==> config.mk <==
export PLATFORM = sky130hd
export DESIGN_NAME = c_escape_decoder
export DESIGN_NICKNAME = d
export VERILOG_FILES = /design/src/rtl/ced_pkg.sv /design/src/rtl/c_escape_decoder.sv /design/src/rtl/ced_front.sv /design/src/rtl/ced_fifo.sv /design/src/rtl/ced_back.sv
export SDC_FILE = /design/constraint.sdc
export NUM_CORES = 1
export LEC_CHECK = 0
export ABC_AREA = 1
export BUFFER_PORTS_ARGS = -buffer_cell sky130_fd_sc_hd__buf_2
export CELL_PAD_IN_SITES_DETAIL_PLACEMENT = 0
export CELL_PAD_IN_SITES_GLOBAL_PLACEMENT = 1
export CORE_UTILIZATION = 43
export DETAILED_ROUTE_END_ITERATION = 8
export PLACE_DENSITY_LB_ADDON = 0.1
export SLEW_MARGIN = 15
export SYNTH_ARGS = -nofsm -noshare
export SYNTH_HDL_FRONTEND = slang
export SYNTH_SLANG_ARGS = --single-unit
==> constraint.sdc <==
create_clock -name i_clk -period 2.9 [get_ports i_clk]
set_clock_uncertainty 0.05 [all_clocks]
set_input_delay 0.29 -clock i_clk [delete_from_list [all_inputs] [get_ports i_clk]]
set_output_delay 0.29 -clock i_clk [all_outputs]
set_load 0.005 [all_outputs]
==> src/rtl/ced_pkg.sv <==
// ----------------------------------------------------------------------------
// ced_pkg: shared types and constants of the escape decoder
// Beat types for both channels, the decoded command passed from the front to
// the back, and the depth of the command queue between them.
// ----------------------------------------------------------------------------
package ced_pkg;

    // Depth of the command queue. It must be a power of two.
    localparam int unsigned QUEUE_DEPTH = 4;
    localparam int unsigned QPTR_W      = $clog2(QUEUE_DEPTH);

    typedef struct packed {
        logic [7:0] in_byte;
        logic       in_last;
    } t_in_beat;

    typedef struct packed {
        logic [7:0] out_byte;
        logic       out_last;
    } t_out_beat;

    // One or two output beats produced by one input beat.
    typedef struct packed {
        logic      two;
        t_out_beat first;
        t_out_beat second;
    } t_cmd;

endpackage

==> src/rtl/c_escape_decoder.sv <==
// ----------------------------------------------------------------------------
// c_escape_decoder: streaming C-style backslash escape decoder
// Top level joining the classifier, the command queue and the output stage.
// ----------------------------------------------------------------------------
// One raw byte is taken per cycle while the four-entry command queue has room;
// its readiness depends only on that queue, not on the output side. Each byte
// yields zero, one or two decoded beats, and the output stage sends one beat
// per cycle while i_out_ready is high, so a byte that flushes a pending escape
// before itself costs two output beats. Decoded bytes appear no earlier than
// the cycle after their input byte is taken.
module c_escape_decoder (
    input  logic               i_clk,
    input  logic               i_rst_n,
    input  logic               i_in_valid,
    output logic               o_in_ready,
    input  ced_pkg::t_in_beat  i_in_data,
    output logic               o_out_valid,
    input  logic               i_out_ready,
    output ced_pkg::t_out_beat o_out_data
);

    logic          push;
    logic          pop;
    logic          full;
    logic          empty;
    ced_pkg::t_cmd cmd;
    ced_pkg::t_cmd head;

    ced_front u_front (
        .i_clk      (i_clk),
        .i_rst_n    (i_rst_n),
        .i_in_valid (i_in_valid),
        .o_in_ready (o_in_ready),
        .i_in_data  (i_in_data),
        .i_full     (full),
        .o_push     (push),
        .o_cmd      (cmd)
    );

    ced_fifo u_fifo (
        .i_clk   (i_clk),
        .i_rst_n (i_rst_n),
        .i_push  (push),
        .i_cmd   (cmd),
        .i_pop   (pop),
        .o_head  (head),
        .o_empty (empty),
        .o_full  (full)
    );

    ced_back u_back (
        .i_clk       (i_clk),
        .i_rst_n     (i_rst_n),
        .i_head      (head),
        .i_empty     (empty),
        .o_pop       (pop),
        .o_out_valid (o_out_valid),
        .i_out_ready (i_out_ready),
        .o_out_data  (o_out_data)
    );

endmodule

==> src/rtl/ced_front.sv <==
// ----------------------------------------------------------------------------
// ced_front: input stage and escape classifier
// Accepts raw bytes, tracks the escape mode and gathered digit value, and
// turns each byte into a command of zero, one or two output beats.
// ----------------------------------------------------------------------------
module ced_front (
    input  logic              i_clk,
    input  logic              i_rst_n,
    input  logic              i_in_valid,
    output logic              o_in_ready,
    input  ced_pkg::t_in_beat i_in_data,
    input  logic              i_full,
    output logic              o_push,
    output ced_pkg::t_cmd     o_cmd
);

    localparam logic [7:0] BACKSLASH = 8'h5C;
    localparam logic [7:0] CHAR_X    = 8'h78;
    localparam logic [7:0] CHAR_0    = 8'h30;
    localparam logic [7:0] CHAR_7    = 8'h37;

    typedef enum logic [2:0] {
        MODE_PLAIN = 3'd0,
        MODE_ESC   = 3'd1,
        MODE_HEX0  = 3'd2,
        MODE_HEX1  = 3'd3,
        MODE_OCT1  = 3'd4,
        MODE_OCT2  = 3'd5
    } t_mode;

    t_mode       r_mode;
    t_mode       n_mode;
    logic [7:0]  r_digit;
    logic [7:0]  n_digit;
    logic [1:0]  cnt;
    logic        accept;
    logic [7:0]  b;
    logic        last;
    logic        hex_ok;
    logic [3:0]  hex_val;
    logic        oct_ok;
    logic        named_ok;
    logic [7:0]  named_val;
    logic        plain_esc;

    assign b      = i_in_data.in_byte;
    assign last   = i_in_data.in_last;
    assign accept = i_in_valid && o_in_ready;
    assign o_in_ready = !i_full;

    always_comb begin
        hex_ok  = 1'b1;
        hex_val = 4'd0;
        if (b >= 8'h30 && b <= 8'h39) begin
            hex_val = 4'(b - 8'h30);
        end else if (b >= 8'h61 && b <= 8'h66) begin
            hex_val = 4'(b - 8'h57);
        end else if (b >= 8'h41 && b <= 8'h46) begin
            hex_val = 4'(b - 8'h37);
        end else begin
            hex_ok = 1'b0;
        end
    end

    always_comb begin
        named_ok  = 1'b1;
        named_val = 8'd0;
        case (b)
            8'h6E:     named_val = 8'd10;
            8'h72:     named_val = 8'd13;
            8'h61:     named_val = 8'd7;
            8'h74:     named_val = 8'd9;
            8'h76:     named_val = 8'd11;
            8'h62:     named_val = 8'd8;
            8'h66:     named_val = 8'd12;
            BACKSLASH: named_val = BACKSLASH;
            default:   named_ok  = 1'b0;
        endcase
    end

    assign oct_ok    = (b >= CHAR_0) && (b <= CHAR_7);
    assign plain_esc = (b == BACKSLASH) && !last;

    always_comb begin
        n_mode  = r_mode;
        n_digit = r_digit;
        cnt     = 2'd0;
        o_cmd   = '0;
        case (r_mode)
            MODE_ESC: begin
                if (named_ok) begin
                    cnt    = 2'd1;
                    o_cmd.first = '{out_byte: named_val, out_last: last};
                    n_mode = MODE_PLAIN;
                end else if (b == CHAR_X) begin
                    if (last) begin
                        cnt    = 2'd1;
                        o_cmd.first = '{out_byte: b, out_last: last};
                        n_mode = MODE_PLAIN;
                    end else begin
                        n_mode = MODE_HEX0;
                    end
                end else if (oct_ok) begin
                    n_digit = {5'd0, b[2:0]};
                    if (last) begin
                        cnt    = 2'd1;
                        o_cmd.first = '{out_byte: {5'd0, b[2:0]}, out_last: last};
                        n_mode = MODE_PLAIN;
                    end else begin
                        n_mode = MODE_OCT1;
                    end
                end else begin
                    cnt    = 2'd1;
                    o_cmd.first = '{out_byte: b, out_last: last};
                    n_mode = MODE_PLAIN;
                end
            end
            MODE_HEX0, MODE_HEX1, MODE_OCT1, MODE_OCT2: begin
                if ((r_mode == MODE_HEX0) && hex_ok) begin
                    n_digit = {4'd0, hex_val};
                    if (last) begin
                        cnt    = 2'd1;
                        o_cmd.first = '{out_byte: {4'd0, hex_val}, out_last: last};
                        n_mode = MODE_PLAIN;
                    end else begin
                        n_mode = MODE_HEX1;
                    end
                end else if ((r_mode == MODE_HEX1) && hex_ok) begin
                    cnt    = 2'd1;
                    o_cmd.first = '{out_byte: {r_digit[3:0], hex_val}, out_last: last};
                    n_mode = MODE_PLAIN;
                end else if ((r_mode == MODE_OCT1) && oct_ok) begin
                    n_digit = {r_digit[4:0], b[2:0]};
                    if (last) begin
                        cnt    = 2'd1;
                        o_cmd.first = '{out_byte: {r_digit[4:0], b[2:0]},
                                        out_last: last};
                        n_mode = MODE_PLAIN;
                    end else begin
                        n_mode = MODE_OCT2;
                    end
                end else if ((r_mode == MODE_OCT2) && oct_ok) begin
                    cnt    = 2'd1;
                    o_cmd.first = '{out_byte: {r_digit[4:0], b[2:0]}, out_last: last};
                    n_mode = MODE_PLAIN;
                end else begin
                    // The pending escape is flushed before this byte is handled as text.
                    o_cmd.first = '{out_byte: (r_mode == MODE_HEX0) ? CHAR_X : r_digit,
                                    out_last: 1'b0};
                    if (plain_esc) begin
                        cnt    = 2'd1;
                        n_mode = MODE_ESC;
                    end else begin
                        cnt    = 2'd2;
                        o_cmd.second = '{out_byte: b, out_last: last};
                        n_mode = MODE_PLAIN;
                    end
                end
            end
            default: begin
                if (plain_esc) begin
                    n_mode = MODE_ESC;
                end else begin
                    cnt    = 2'd1;
                    o_cmd.first = '{out_byte: b, out_last: last};
                    n_mode = MODE_PLAIN;
                end
            end
        endcase
        if (n_mode == MODE_PLAIN || last) begin
            n_mode  = MODE_PLAIN;
            n_digit = 8'd0;
        end
        o_cmd.two = (cnt == 2'd2);
    end

    assign o_push = accept && (cnt != 2'd0);

    always_ff @(posedge i_clk) begin
        if (!i_rst_n) begin
            r_mode  <= MODE_PLAIN;
            r_digit <= 8'd0;
        end else if (accept) begin
            r_mode  <= n_mode;
            r_digit <= n_digit;
        end
    end

endmodule

==> src/rtl/ced_fifo.sv <==
// ----------------------------------------------------------------------------
// ced_fifo: command queue
// A small register queue that decouples the classifier from the output stage.
// ----------------------------------------------------------------------------
module ced_fifo (
    input  logic          i_clk,
    input  logic          i_rst_n,
    input  logic          i_push,
    input  ced_pkg::t_cmd i_cmd,
    input  logic          i_pop,
    output ced_pkg::t_cmd o_head,
    output logic          o_empty,
    output logic          o_full
);

    ced_pkg::t_cmd                r_mem [ced_pkg::QUEUE_DEPTH];
    logic [ced_pkg::QPTR_W-1:0]   r_wr_ptr;
    logic [ced_pkg::QPTR_W-1:0]   r_rd_ptr;
    logic [ced_pkg::QPTR_W:0]     r_count;
    logic [ced_pkg::QPTR_W:0]     n_count;

    assign o_empty = (r_count == '0);
    assign o_full  = (r_count == (ced_pkg::QPTR_W + 1)'(ced_pkg::QUEUE_DEPTH));
    assign o_head  = r_mem[r_rd_ptr];

    always_comb begin
        n_count = r_count;
        if (i_push && !i_pop) begin
            n_count = r_count + 1'b1;
        end else if (i_pop && !i_push) begin
            n_count = r_count - 1'b1;
        end
    end

    always_ff @(posedge i_clk) begin
        if (i_push) begin
            r_mem[r_wr_ptr] <= i_cmd;
        end
    end

    always_ff @(posedge i_clk) begin
        if (!i_rst_n) begin
            r_wr_ptr <= '0;
            r_rd_ptr <= '0;
            r_count  <= '0;
        end else begin
            if (i_push) begin
                r_wr_ptr <= r_wr_ptr + 1'b1;
            end
            if (i_pop) begin
                r_rd_ptr <= r_rd_ptr + 1'b1;
            end
            r_count <= n_count;
        end
    end

`ifndef SYNTHESIS
    a_no_push_full: assert property (@(posedge i_clk) disable iff (!i_rst_n)
        !(i_push && o_full)) else $error("push into a full queue");
    a_no_pop_empty: assert property (@(posedge i_clk) disable iff (!i_rst_n)
        !(i_pop && o_empty)) else $error("pop from an empty queue");
    a_count_range: assert property (@(posedge i_clk) disable iff (!i_rst_n)
        r_count <= (ced_pkg::QPTR_W + 1)'(ced_pkg::QUEUE_DEPTH))
        else $error("queue count out of range");
    a_ptr_gap: assert property (@(posedge i_clk) disable iff (!i_rst_n)
        o_full || (r_wr_ptr - r_rd_ptr) == r_count[ced_pkg::QPTR_W-1:0])
        else $error("queue pointers disagree with count");
`endif

endmodule

==> src/rtl/ced_back.sv <==
// ----------------------------------------------------------------------------
// ced_back: output sequencer
// Presents the beats of the command at the head of the queue, one per
// handshake, and releases the command after its final beat.
// ----------------------------------------------------------------------------
module ced_back (
    input  logic               i_clk,
    input  logic               i_rst_n,
    input  ced_pkg::t_cmd      i_head,
    input  logic               i_empty,
    output logic               o_pop,
    output logic               o_out_valid,
    input  logic               i_out_ready,
    output ced_pkg::t_out_beat o_out_data
);

    logic r_second;

    assign o_out_valid = !i_empty;
    assign o_out_data  = r_second ? i_head.second : i_head.first;
    assign o_pop       = o_out_valid && i_out_ready && (!i_head.two || r_second);

    always_ff @(posedge i_clk) begin
        if (!i_rst_n) begin
            r_second <= 1'b0;
        end else if (o_out_valid && i_out_ready) begin
            r_second <= i_head.two && !r_second;
        end
    end

endmodule

; ---- Word-level counts from Yosys, hierarchy flattened
; Memory sizes are Yosys's and may differ from the RTL's. A register that Yosys moved wholly into a read port is not among the register bits.
; Index checks and enable logic that the tools add are counted.
; Widths: inputs -> output; s select.
[totals]
ff_bits = 19
latchBits = 0
ramBits = 76
rom_bits = 0
inputBits = 13
wordCells = 142
mem_count = 1
[classes]
addsub = 7
multipliers = 0
div = 0
n_lt_le_gt_ge = 7
eq_ne = 21
n_shift = 0
mux = 67
bitwise_logic = 0
n_reduce_logical = 33
[memory_table]
columns = memory, words, width, rd, rd_ports_with_merged_regs, wr, line_no
row1 = u_fifo.r_mem, 4, 19, 1, 1, 1, ced_fifo.sv:16  ; ced_pkg::t_cmd r_mem [ced_pkg::QUEUE_DEPTH];
[ops]
columns = op, count
row1 = $mux 9, 16
row2 = $eq 8x7->1 const B, 9
row3 = $mux 8, 8
row4 = $pmux 7 s8, 1
row5 = $mux 3, 12
row6 = $mux 2, 12
row7 = $pmux 9 s2, 1
row8 = $ge 8x7->1 const B, 2
row9 = $le 8x6->1 const B, 2
row10 = $le 8x7->1 const B, 2
row11 = $logic_and 1x1->1, 16
row12 = $mux 4, 4
row13 = $pmux 8 s2, 1
row14 = $eq 3x3->1 const B, 3
row15 = $mux 1, 9
row16 = $ge 8x6->1 const B, 1
row17 = $reduce_or 8->1, 1
row18 = $sub 4x3->4 const B, 2
row19 = $logic_not 1->1, 7
row20 = $reduce_and 7->1, 1
row21 = $eq 3x2->1 const B, 2
row22 = $logic_not 3->1, 2
row23 = $ne 3x3->1 const B, 2
row24 = $pmux 3 s2, 1
row25 = 15 further kinds, 18

; ---- Longest topological paths before layout
[logic_depth]
ltp_word = 15
ltp_mapped = 21

; ---- Cells and area by module
; From an unflattened synthesis, not the netlist that was laid out.
[unflattened]
hier_cells = 584
area_unflattened_um2 = 5193.7
[by_module_without_submodules]
columns = mod, instances, cells_per_inst, area_per_inst_um2, seq_area_each_um2
row1 = ced_fifo, 1, 242, 3299.4, 2462.4
row2 = ced_front, 1, 304, 1715.4, 220.2
row3 = ced_back, 1, 38, 178.9, 20.0

; ---- Least setup slack after synthesis
; OpenSTA, ideal clock, no wires.
[synth_path]
path_type = input to register
startpoint = input i_in_data[1] in the netlist's numbering
endpoint = memory u_fifo.r_mem[1][0] in the netlist's numbering (enable)
setup_time_ns = 0.395
arrival_ns = 2.557
setup_slack_ns = -0.102
cell_stages = 11
path_buffers = 0
cell_sequence = clkinv_1 > ha_1 > inv_1 > nand3_1 > nand3_2 > nand2_4 > nand2_2 > nand4_2 > nand3_2 > nand2_1 > nor2_1
[synth_between]
elab_chain_cells = 13
word_cells_on_any_way = 44
classes_between = 7 x order compare / 9 x eq/ne / 16 x mux / 12 x reduce/logical
[synth_lines]
columns = element, line_no
row1 = from (decl), c_escape_decoder.sv:16  ; input ced_pkg::t_in_beat i_in_data,
row2 = $ge 8x7->1 / $le 8x7->1 (equally long branches), ced_front.sv:58  ; end else if (b >= 8'h41 && b <= 8'h46) begin
row3 = $logic_and 1x1->1, ced_front.sv:58
row4 = $mux 1, ced_front.sv:58
row5 = $mux 1, ced_front.sv:56  ; end else if (b >= 8'h61 && b <= 8'h66) begin
row6 = $mux 1, ced_front.sv:54  ; if (b >= 8'h30 && b <= 8'h39) begin
row7 = $logic_and 1x1->1, ced_front.sv:128  ; end else if ((r_mode == MODE_HEX1) && hex_ok) begin
row8 = $mux 2, ced_front.sv:128
row9 = $mux 2, ced_front.sv:119  ; if ((r_mode == MODE_HEX0) && hex_ok) begin
row10 = $pmux 2 s2 (*), ced_front.sv:89  ; case (r_mode)
row11 = $reduce_bool 2->1 (*), ced_front.sv:177  ; assign o_push = accept && (cnt != 2'd0);
row12 = $logic_and 1x1->1 (*), ced_front.sv:177
row13 = $mux 1 (*), ced_fifo.sv:36  ; if (i_push) begin
row14 = $mux 1 (implied by the code) (*), ced_fifo.sv:37  ; r_mem[r_wr_ptr] <= i_cmd;
row15 = to (decl), ced_fifo.sv:16
; Every way passes the cells marked *; elsewhere a longest branch is shown, timed or not.

; ---- Final worst setup path
[layout_path]
startpoint = register u_front.r_mode[1]
endpoint = register u_fifo.r_count[1] in the netlist's numbering
[layout_between]
word_cells_on_any_way = 22
classes_between = 5 x eq/ne / 6 x mux / 11 x reduce/logical
[layout_lines]
columns = element, line_no
row1 = from (decl), ced_front.sv:31  ; t_mode r_mode;
row2 = from (signal assigned), ced_front.sv:184  ; r_mode <= n_mode;
row3 = $eq 3x3->1, "ced_front.sv:89, ced_front.sv:142"
row4 = $logic_and 1x1->1, ced_front.sv:142  ; end else if ((r_mode == MODE_OCT2) && oct_ok) begin
row5 = $mux 2, ced_front.sv:142
row6 = $mux 2, ced_front.sv:132  ; end else if ((r_mode == MODE_OCT1) && oct_ok) begin
row7 = $mux 2, ced_front.sv:128
row8 = $mux 2, ced_front.sv:119
row9 = $pmux 2 s2 (*), ced_front.sv:89
row10 = $reduce_bool 2->1 (*), ced_front.sv:177
row11 = $logic_and 1x1->1 (*), ced_front.sv:177
row12 = via push, c_escape_decoder.sv:22  ; logic push;
row13 = $logic_and 1x1->1 (*), ced_fifo.sv:28  ; if (i_push && !i_pop) begin
row14 = $mux 3 (*), ced_fifo.sv:28
row15 = via u_fifo.n_count (one bit), ced_fifo.sv:20  ; logic [ced_pkg::QPTR_W:0] n_count;
row16 = to (signal assigned), ced_fifo.sv:53  ; r_count <= n_count;
row17 = to (decl), ced_fifo.sv:19  ; logic [ced_pkg::QPTR_W:0] r_count;
; The timed path passes the listed nets; every way through them passes the cells marked *.
; A chain may end at the register's enable or synchronous reset.

==> reports/qor.yml <==
status: "finished, final reports clean"
grt_setup_unrepaired: "false"
fp.coreArea_mm2: 0.0115
maxSlewHeadroom_pct: 59.3
cts.hold.buffers_added: 0
required_ns: 3.08
antennaDiodeCount: 0
vias: 4062
clk_pin_slew_worst_paths_ns: 0.07
synth.avg_cell_area_um2: 8.71
chipHeight_um: 111
grt_remaining_overflow: 0
cts_tree: "yes"
synth_cell_type_count: 36
power_density_mw_per_mm2: 683
syn_area_mm2: 0.00507
drt-total-wl_um: 12200
drive_gt1_share_pct: 14.4
antenna_found_initial: 0
fp.dieArea_mm2: 0.0122
grt_pass1_wl_um: 20000
gp_congestion: 0.930
dr.pass1.iters: 4
yosys_warnings: 0
crit_fanout: 7
die_w_um: 111
hold_path_class: "input port to register"
power_leakage_uw: 0.00238
syn_to_final_growth_pct: 14.8
start_kind: "register"
clock-sinks: 97
netlist.top_cell.by_area: "edfxtp_1"
worst_path_max_delay_cell: "dfxtp_1"
cts_buffer_depth: 2
cts_setup_buffers: 0
synth_area_leaders: "edfxtp_1 45%, nor2_1 9.1%, dfxtp_1 8.3%, nand2_1 5.7%, o21ai_0 5.3%"
numCtsBuffers: 9
rows: 39
tightest_slew_ns: 0.607
postRouteAntennaNets: 0
maxSlewViolCount: 0
setup_ws_ns: 0.268
htreeDepth: 3
ff2ff_setup_slack_ns: 0.27
hold_violations: 0
wl_per_cell_um: 15.8
vias_per_cell: 5.24
track_usage_pct: 21.1
crit_chain: "inv_2 > nor2_2 > nand2_1 > inv_2 > nand2_4 > nand2_1 > nand2_1 > nand2_1 > nand3_2 > nand2_1 > inv_1 > ha_1 > inv_1 > fa_1 > o21ai_0 > a21oi_1"
period_minus_slack_ns: 2.63
ys_ff_latch: 97
fin_crit_sh_pct: 90.7
place_hpwl_um: 8920
drt_iter0_drc: 257
path_class: "register to register"
cpMostUsedCell: "nand2_1"
start_util_pct: 44.2
syn_inst: 582
seq_area_frac_synth_pct: 53.3
irDropWorstVdd_uv: 352
grt_pass1_vias: 3956
drcViolationCount: 0
worstPathArrival_ns: 2.81
yosysTopAreaCellShare_pct: 45.0
pin_count: 24
cts_resized: 0
cap_violations: 0
syn_nets: 605
place_ws_ns: 0.0120
cts.root.buffer_cell: "clkbuf_16"
finalSetupViolCount: 0
clock.fmax_mhz: 380
grt_max_degree: 37
port_buffers: 23
worstSkewPairLatency_ns: 0.34
cp-end-kind: "register"
hold_slack_ns: 0.277
cpPeakStageDelay_ns: 0.42
layout.nets: 650
[critical path: cells and delay by family (launching register included)]
family | cells | cell delay, ns
and+or+nand+nor | 8 | 0.87
DFF | 1 | 0.42
AOI/OAI and AO/OA | 2 | 0.20
adders and majority gates | 2 | 0.59
buffers and inverters | 4 | 0.38
[stage by stage]
| stage | utilization [%] | TNS (ns) | cell area, µm² | power [µW] | instances |
|---|---|---|---|---|---|
| 2_1_floorplan | - | -7.76 | 5070 | 2420 | 582 |
| 3_3_place_gp | 48.0 | 0 | 5500 | 2760 | 759 |
| 3_5_place_dp | 48.0 | 0 | 5500 | 2780 | 759 |
| 5_1_grt | 50.8 | 0 | 5820 | 4250 | 775 |
| 4_1_cts | 50.8 | 0 | 5820 | 4030 | 775 |
| 6_report | 50.8 | 0 | 5820 | 3980 | 775 |
[cells in the final DEF, fill, tap and decap left out, types with 2 or more instances in the layout]
cell / instances
clkbuf_16: 9
inv_2: 6
o22ai_1: 9
o21ai_0: 54
nor3b_1: 2
nor2_2: 4
nand2_4: 4
xor2_1: 3
nand3_1: 45
a21oi_1: 20
nand2_2: 4
buf_2: 23
edfxtp_1: 76
nand2_1: 77
clkinv_1: 4
ha_1: 9
nand4_1: 3
nand3_2: 4
bufinv_16: 2
nor2_1: 123
nor3_1: 9
inv_1: 56
buf_4: 24
a31oi_1: 10
o211ai_1: 14
dfxtp_1: 21
[logic make-up after synthesis]
group,after synthesis,synth area share [%]
buffers and inverters,79,6.00
DFF,97,53.3
adders and majority gates,10,2.62
AOI/OAI and AO/OA,110,12.1
and+or+nand+nor,283,25.4
xor gates and xnor gates,3,0.518
[worst paths after layout]
kind | start | endpoint | cells past startpoint
setup / recovery | u_front.r_mode[1] | u_fifo.r_count[1] | 16
setup reg to reg | u_front.r_mode[1] | u_fifo.r_count[1] | 16
hold / removal | i_rst_n | u_front.r_digit[6] | 3
hold reg to reg | u_fifo.r_rd_ptr[1] | register | 2
[layout make-up]
type | instances | area [µm²]
Clock inverter | 6 | 88.8
Inverter | 65 | 244
Tap cell | 143 | 179
Fill cell | 1089 | 5650
Clock buffer | 10 | 229
Sequential cell | 97 | 2700
Timing Repair Buffer | 48 | 315
Multi-Input combinational cell | 406 | 2060
[power breakdown]
group / internal (µW) / switching, µW
clock: 760 / 490
sequential: 1670 / 59.8
combinational: 361 / 637
[routing by layer]
metal | track usage [%] | vias to the layer above | routed length, µm
li1 | - | 2080 | -
met3 | 3.40 | 14 | 387
met4 | 8.27 | 0 | 249
met2 | 37.2 | 71 | 6230
met1 | 25.7 | 1897 | 5350
met5 | 0 | - | 0
[registers in the layout, indices dropped and copies added, names as in the netlist, named ones only]
signal	flops
u_back.r_second	1
u_fifo.r_count	3
u_fifo.r_mem	76
u_fifo.r_rd_ptr	2
u_fifo.r_wr_ptr	2
u_front.r_digit	8
u_front.r_mode	3
[cell usage after synthesis (all sizes together)]
cell    instances
a21oi          20
a31oi          10
and2            1
buf             1
clkbuf         13
clkinv          3
dfxtp          21
edfxtp         76
fa              1
ha              9
inv            62
nand2          85
nand3          50
nand4           4
nor2          128
nor3           11
nor3b           3
nor4            1
o211ai         14
o21ai          55
o221ai          1
o22ai           9
o31ai           1
xor2            3
Note: power is estimated with default switching activity, not from simulation.
